`config.mk`:
```
export PLATFORM = sky130hd
export DESIGN_NAME = isrt_cell
export DESIGN_NICKNAME = d
export VERILOG_FILES = /design/src/rtl/core/isrt_pkg.sv /design/src/rtl/core/isrt_cell.sv
export SDC_FILE = /design/constraint.sdc
export NUM_CORES = 1
export LEC_CHECK = 0
export BUFFER_PORTS_ARGS = -buffer_cell sky130_fd_sc_hd__buf_2
export CORE_MARGIN = 5
export CORE_UTILIZATION = 45
export CTS_CLUSTER_SIZE = 30
export DETAILED_ROUTE_END_ITERATION = 10
export PLACE_DENSITY_LB_ADDON = 0.25
export SLEW_MARGIN = 15
export SYNTH_ARGS = -nofsm -noshare
export SYNTH_HDL_FRONTEND = slang
export SYNTH_SLANG_ARGS = --single-unit
```
`constraint.sdc`:
```
create_clock -name clk -period 4.8 [get_ports clk]
set_input_delay 0.72 -clock clk [delete_from_list [all_inputs] [get_ports clk]]
set_output_delay 0.72 -clock clk [all_outputs]
set_load 0.05 [all_outputs]
```
`src/rtl/core/isrt_pkg.sv`:
```
// shared types and constants for the insertion sort engine
// no dependencies; used by isrt_cell and insertion_sort_engine_top
package isrt_pkg;

  localparam int unsigned MAX_ITEMS = 64;

  typedef struct packed {
    logic signed [31:0] value_in;
    logic               last_in;
  } item_t;

  typedef struct packed {
    logic signed [31:0] sorted_value;
    logic               last_out;
    logic               overflow;
  } result_t;

  typedef enum logic [0:0] {
    ST_FILL,
    ST_DRAIN
  } state_t;

  typedef struct packed {
    logic insert;
    logic shift_down;
    logic descending;
  } cell_ctrl_t;

endpackage

```
`src/rtl/core/isrt_cell.sv`:
```
// one cell of the sorting chain: holds one entry and its occupied flag
// depends on isrt_pkg for the control struct
module isrt_cell (
  input  logic                clk,
  input  logic                rst,
  input  isrt_pkg::cell_ctrl_t ctrl,
  input  logic signed [31:0]  key,
  input  logic signed [31:0]  below_value,
  input  logic                below_occ,
  input  logic signed [31:0]  above_value,
  input  logic                above_occ,
  input  logic                sfx_self,
  input  logic                sfx_below,
  output logic signed [31:0]  value,
  output logic                occ,
  output logic                moves
);

  logic goes_after;

  // stored entry must pass the new key; an empty cell always yields
  always_comb begin
    if (ctrl.descending) begin
      goes_after = key > value;
    end else begin
      goes_after = value > key;
    end
    moves = goes_after || !occ;
  end

  always_ff @(posedge clk) begin
    if (ctrl.shift_down) begin
      value <= above_value;
    end else if (ctrl.insert) begin
      if (sfx_below) begin
        value <= below_value;
      end else if (sfx_self) begin
        value <= key;
      end
    end
  end

  always_ff @(posedge clk) begin
    if (rst) begin
      occ <= 1'b0;
    end else if (ctrl.shift_down) begin
      occ <= above_occ;
    end else if (ctrl.insert) begin
      if (sfx_below) begin
        occ <= below_occ;
      end else if (sfx_self) begin
        occ <= 1'b1;
      end
    end
  end

endmodule

```
==> results of run 1 <==
worst max-delay path by stage:
stage / start / endpoint / slack [ns] / cells after the start
2_1_floorplan: key[7] / moves / 0.53 / 8
3_3_place_gp: key[7] / moves / 0.96 / 10
3_5_place_dp: key[7] / moves / 0.91 / 10
4_1_cts: key[7] / moves / 0.92 / 10
5_1_grt: key[10] / moves / 0.80 / 10
6_report: key[7] / moves / 0.94 / 10
cells in the mapped netlist (all sizes together):
master / count / area share
a21o: 2 / 0.0060
a221oi: 1 / 0.0035
a2111o: 2 / 0.0090
mux2i: 33 / 0.13
a21oi: 14 / 0.030
nor2b: 1 / 0.0025
clkbuf: 8 / 0.012
nand3: 4 / 0.0080
nor2: 2 / 0.0030
a211oi: 1 / 0.0030
dfxtp: 1 / 0.0080
ha: 32 / 0.16
and2b: 1 / 0.0030
nand2: 37 / 0.056
o311ai: 1 / 0.0035
nand2b: 2 / 0.0050
nor3: 2 / 0.0040
inv: 35 / 0.053
or4: 1 / 0.0030
edfxtp: 32 / 0.39
o21ai: 36 / 0.072
buf: 3 / 0.0045
nand4: 8 / 0.020
o211ai: 1 / 0.0030
nor4: 1 / 0.0025
a221o: 1 / 0.0040
o31a: 1 / 0.0035
power groups by stage:
stage,sequential [W],clock [W],combinational [W]
floorplan,0.000510,0,0.000132
global placement,0.000384,0,0.000365
detailed placement,0.000386,0,0.000371
CTS,0.000380,0.000213,0.000372
global route,0.000385,0.000227,0.000404
finish,0.000380,0.000208,0.000367
state kept, by name (all words and copies together), names as in the netlist:
name   flops
value     32
occ        1
routing by layer:
metal | share of wire | track usage | vias up
met5 | 0 | 0 | -
met4 | 0.0058 | 0.0388 | 0
met3 | 0.11 | 0.0707 | 6
met2 | 0.48 | 0.317 | 97
met1 | 0.40 | 0.204 | 1052
li1 | - | - | 1212
through the flow:
step	instance area [um2]	setup WS (ns)
6_report	3330	0.938
4_1_cts	3330	0.917
3_3_place_gp	3240	0.964
2_1_floorplan	2490	0.533
3_5_place_dp	3240	0.912
5_1_grt	3330	0.797
layout by cell type (no fill, tap or decap), drive strengths merged, types with 6 or more instances in the layout:
cell type,instances
o21ai,36
ha,32
inv,35
nand4,8
nand2,37
a21oi,14
clkbuf,6
mux2i,33
buf,139
edfxtp,32
cell type report:
class / count / area (um2) / area share
sequential: 33 / 981 / 0.295
timing repair buffer: 139 / 698 / 0.210
clock buffer: 6 / 72.6 / 0.0218
tap: 72 / 90.1 / 0.0271
clock inverter: 2 / 10.0 / 0.00301
multi-input combinational: 184 / 1340 / 0.404
inverter: 35 / 131 / 0.0395
critical path, delay by kind of cell:
kind / cells / cell delay (ns)
compound gates: 6 / 1.65
fa+ha+maj: 1 / 0.31
buf+inv: 3 / 0.46
cells by family after synthesis:
kind of cell,share of synthesized area
simple gates,0.107
compound gates,0.137
flops,0.393
fa+ha+maj,0.161
buf+inv,0.0692
mux,0.132
==> impl_metrics.json, run 1 <==
{
  "status": "finished, final reports clean",
  "yosysWarningCount": 0,
  "worst_hold_slack_ns": 0.548,
  "clock-sinks": 33,
  "clk_pin_slew_worst_paths_ns": 0.07,
  "drt_iter0_drc": 73,
  "grt_setup_unrepaired": "false",
  "grt_max_degree": 67,
  "p_int_w": 0.000583,
  "cp_max_fo": 3,
  "combPwrFrac": 0.385,
  "clkPwrFrac": 0.218,
  "detail-route-antenna-nets": 0,
  "slew_viol_final": 0,
  "via_per_inst": 5.03,
  "power_switching_w": 0.000372,
  "num-fill-cells": 484,
  "swShare": 0.390,
  "post-route-min-period_ns": 3.86,
  "worstMarginPinSlew_ns": 0.988,
  "ys_seq_elements": 33,
  "seq_area_frac_synth": 0.393,
  "initial_utilization": 0.458,
  "relSlewSlack": 0.341,
  "ir_drop_mv": 0.157,
  "fmax_mhz": 259,
  "syn_to_final_growth_pct": 33.4,
  "dp.cells": 463,
  "post-route-period-util": 0.805,
  "cts_inserted_buffers": 5,
  "drive_above_1_share": 0.371,
  "die_area_um2": 7130,
  "min_path_type": "flop to flop",
  "cts_max_level": 2,
  "core_area_um2": 5440,
  "required_ns": 4.08,
  "die_y_um": 84.4,
  "num_rows": 27,
  "post_cts_buffers": 0,
  "setup_viol": 0,
  "grt_pass1_vias": 2327,
  "hold_depth": 2,
  "end_kind": "output pin",
  "holdPathEnd": "occ$_SDFFE_PP0P_",
  "cts_hold_buf": 0,
  "die-width_um": 84.4,
  "worstSetupPathType": "primary input to output pin",
  "antenna_found_initial": 0,
  "hold_viol": 0,
  "holdCritStartpoint": "occ$_SDFFE_PP0P_",
  "fin_setup_tns_ns": 0,
  "place_congestion": 0.827,
  "seqPwrFrac": 0.398,
  "syn_avg_cell_area_um2": 9.48,
  "crit_chain": "buf_2 > inv_1 > ha_1 > a21oi_2 > o21ai_1 > a221o_1 > a2111o_1 > o31a_1 > o311ai_1 > buf_2",
  "drc_errors": 0,
  "fin_util": 0.611,
  "cpMostUsedCell": "buf_2",
  "p_per_area_nw_per_um2": 287,
  "synth_area_um2": 2490,
  "cts_tree": "done",
  "cp_slowest_cell": "a2111o_1",
  "reg2reg_to": "occ$_SDFFE_PP0P_",
  "final_nets": 535,
  "postCtsResizedCells": 0,
  "wl_per_cell_um": 13.6,
  "num_io_pins": 139,
  "grt_overflow": 0,
  "clock_skew_ns": 0,
  "r2r_slack_ns": 4.03,
  "clock_latency_ns": 0.28,
  "synth_nets": 400,
  "clock_path_buffers": 2,
  "grt_first_pass_wirelength_um": 10400,
  "vias": 2367,
  "ys_types": 29,
  "crit_arrival_ns": 3.14,
  "power.leakage_nw": 1.78,
  "cap_violations": 0,
  "reg2reg_depth": 2,
  "root_buffer": "clkbuf_8",
  "dr.pass1.iters": 5,
  "worst_path_largest_cell_delay_ns": 0.43,
  "grt.total_usage": 0.179,
  "dp_hpwl_um": 5170,
  "synthCells": 263,
  "worstReg2RegStart": "occ$_SDFFE_PP0P_",
  "placement.io_buffers": 138,
  "diodes": 0,
  "startpoint_type": "primary input",
  "wirelength_um": 6410,
  "stdcell_count": 471,
  "total_power_w": 0.000955
}
(Power assumes the default switching activity.)
==> run 2, diff against run 1 <==
--- a/config.mk
+++ b/config.mk
@@ -7,7 +7,7 @@
 export LEC_CHECK = 0
 export BUFFER_PORTS_ARGS = -buffer_cell sky130_fd_sc_hd__buf_2
 export CORE_MARGIN = 5
-export CORE_UTILIZATION = 45
+export CORE_UTILIZATION = 41
 export CTS_CLUSTER_SIZE = 30
 export DETAILED_ROUTE_END_ITERATION = 10
 export PLACE_DENSITY_LB_ADDON = 0.25
==> constraint.sdc (replaced) <==
create_clock -name clk -period 3.2 [get_ports clk]
set_input_delay 0.48 -clock clk [delete_from_list [all_inputs] [get_ports clk]]
set_output_delay 0.48 -clock clk [all_outputs]
set_load 0.05 [all_outputs]
==> impl_metrics.json, run 2 (synthesized netlist as in run 1, its figures left out) <==
{
  "cts_max_level": 2,
  "vias": 2366,
  "end_kind": "output pin",
  "post-route-min-period_ns": 3.24,
  "fmax_mhz": 308,
  "largest_reg_flops": 32,
  "wl_per_cell_um": 13.4,
  "antenna_found_initial": 0,
  "layout_commonest_cell": "buf_2",
  "mostFrequentLayoutCells": "137 x buf_2, 37 x nand2_1, 35 x inv_1",
  "hold_viol": 0,
  "multi_input_area_um2": 1430,
  "placement.io_buffers": 138,
  "clk_pin_slew_worst_paths_ns": 0.06,
  "clock_path_buffers": 2,
  "grt_overflow": 0,
  "drive_above_1_share": 0.409,
  "num-fill-cells": 543,
  "drc_errors": 0,
  "num_rows": 28,
  "slew_viol_final": 0,
  "setup_ws_ns": -0.0447,
  "cp_max_fo": 2,
  "post-route-period-util": 1.01,
  "setup_viol": 1,
  "p_per_area_nw_per_um2": 418,
  "die_y_um": 88.0,
  "dr.pass1.iters": 4,
  "dp_hpwl_um": 5330,
  "initial_utilization": 0.421,
  "dp.cells": 480,
  "grt_first_pass_wirelength_um": 10600,
  "cap_violations": 0,
  "grt_setup_unrepaired": "true",
  "detail-route-antenna-nets": 0,
  "status": "finished with violations",
  "die-width_um": 88.0,
  "violations": "negative setup slack",
  "wirelength_um": 6540,
  "startpoint_type": "flop",
  "cts_tree": "done",
  "worstSetupPathType": "flop to output pin",
  "ir_drop_mv": 0.240,
  "die_area_um2": 7740,
  "required_ns": 2.72,
  "top_register": "value",
  "clock_skew_ns": 0,
  "syn_to_final_growth_pct": 41.5,
  "min_path_type": "primary input to flop",
  "worst_hold_slack_ns": 0.351,
  "relSlewSlack": 0.426,
  "clock-sinks": 33,
  "regArea_um2": 981,
  "final_nets": 549,
  "stdcell_count": 488,
  "diodes": 0,
  "clock_latency_ns": 0.28,
  "worstMarginPinSlew_ns": 0.860,
  "post_cts_buffers": 0,
  "cts_hold_buf": 0,
  "cts_inserted_buffers": 5,
  "top_regs": "value x32, occ x1",
  "crit_arrival_ns": 2.76,
  "grt.total_usage": 0.172,
  "place_congestion": 0.760,
  "grt_pass1_vias": 2382,
  "drt_iter0_drc": 71,
  "power.leakage_nw": 1.86,
  "num_io_pins": 139,
  "root_buffer": "clkbuf_8",
  "via_per_inst": 4.85,
  "core_area_um2": 5920,
  "grt_max_degree": 66
}
run 2: metrics by stage:
| step | TNS, ns | setup slack [ns] | power [W] | area, um2 | util |
|---|---|---|---|---|---|
| after floorplan | 0 | 0.00847 | 0.000976 | 2540 | - |
| after global placement | -0.0225 | -0.0225 | 0.00117 | 3400 | 0.574 |
| after detailed placement | -0.0655 | -0.0655 | 0.00118 | 3400 | 0.574 |
| after CTS | -0.0510 | -0.0510 | 0.00149 | 3490 | 0.589 |
| after global routing | -0.199 | -0.199 | 0.00157 | 3530 | 0.596 |
| final | -0.0447 | -0.0447 | 0.00148 | 3530 | 0.596 |
run 2: critical path, cell delays in order, from the launching register on:
cell and delay (ns):
edfxtp_1 0.40, ha_1 0.31, a21o_1 0.18, a21oi_1 0.15
and2b_1 0.19, a2111o_1 0.43, o31a_1 0.30, o21ai_1 0.14
buf_4 0.13, o311ai_4 0.09, buf_6 0.17
run 2: power by group:
| part | internal (W) | switching [W] |
|---|---|---|
| Clock | 0.000146 | 0.000149 |
| Combinational | 0.000223 | 0.000385 |
| Sequential | 0.000540 | 0.0000324 |
| Total | 0.000909 | 0.000567 |
run 2: area by class of cell:
cell class,instances,area share
Sequential cell,33,0.278
Clock inverter,3,0.00355
Tap cell,75,0.0266
Clock buffer,5,0.0195
Timing Repair Buffer,153,0.229
Inverter,35,0.0372
Multi-Input combinational cell,184,0.406
run 2: routing by layer:
metal	track usage	vias to the layer above	wire (um)
met5	0	-	0
met4	0.0446	0	72
met3	0.0452	6	568
met2	0.305	79	3260
met1	0.207	1037	2650
li1	-	1244	-
run 2: repair_timing:
item,in CTS,in global routing
pin swaps,0,3
gates cloned,0,0
setup endpoints to repair,1,1
resized for setup,3,5
run 2: path summary, 6_finish.rpt:
kind / slack [ns] / end / from / cells after the start
hold / removal: 0.35 / occ$_SDFFE_PP0P_ / rst / 2
setup reg to reg: 2.44 / occ$_SDFFE_PP0P_ / occ$_SDFFE_PP0P_ / 2
hold reg to reg: 0.55 / occ$_SDFFE_PP0P_ / occ$_SDFFE_PP0P_ / 2
setup / recovery: -0.04 / moves / value[29]$_DFFE_PP_ / 10
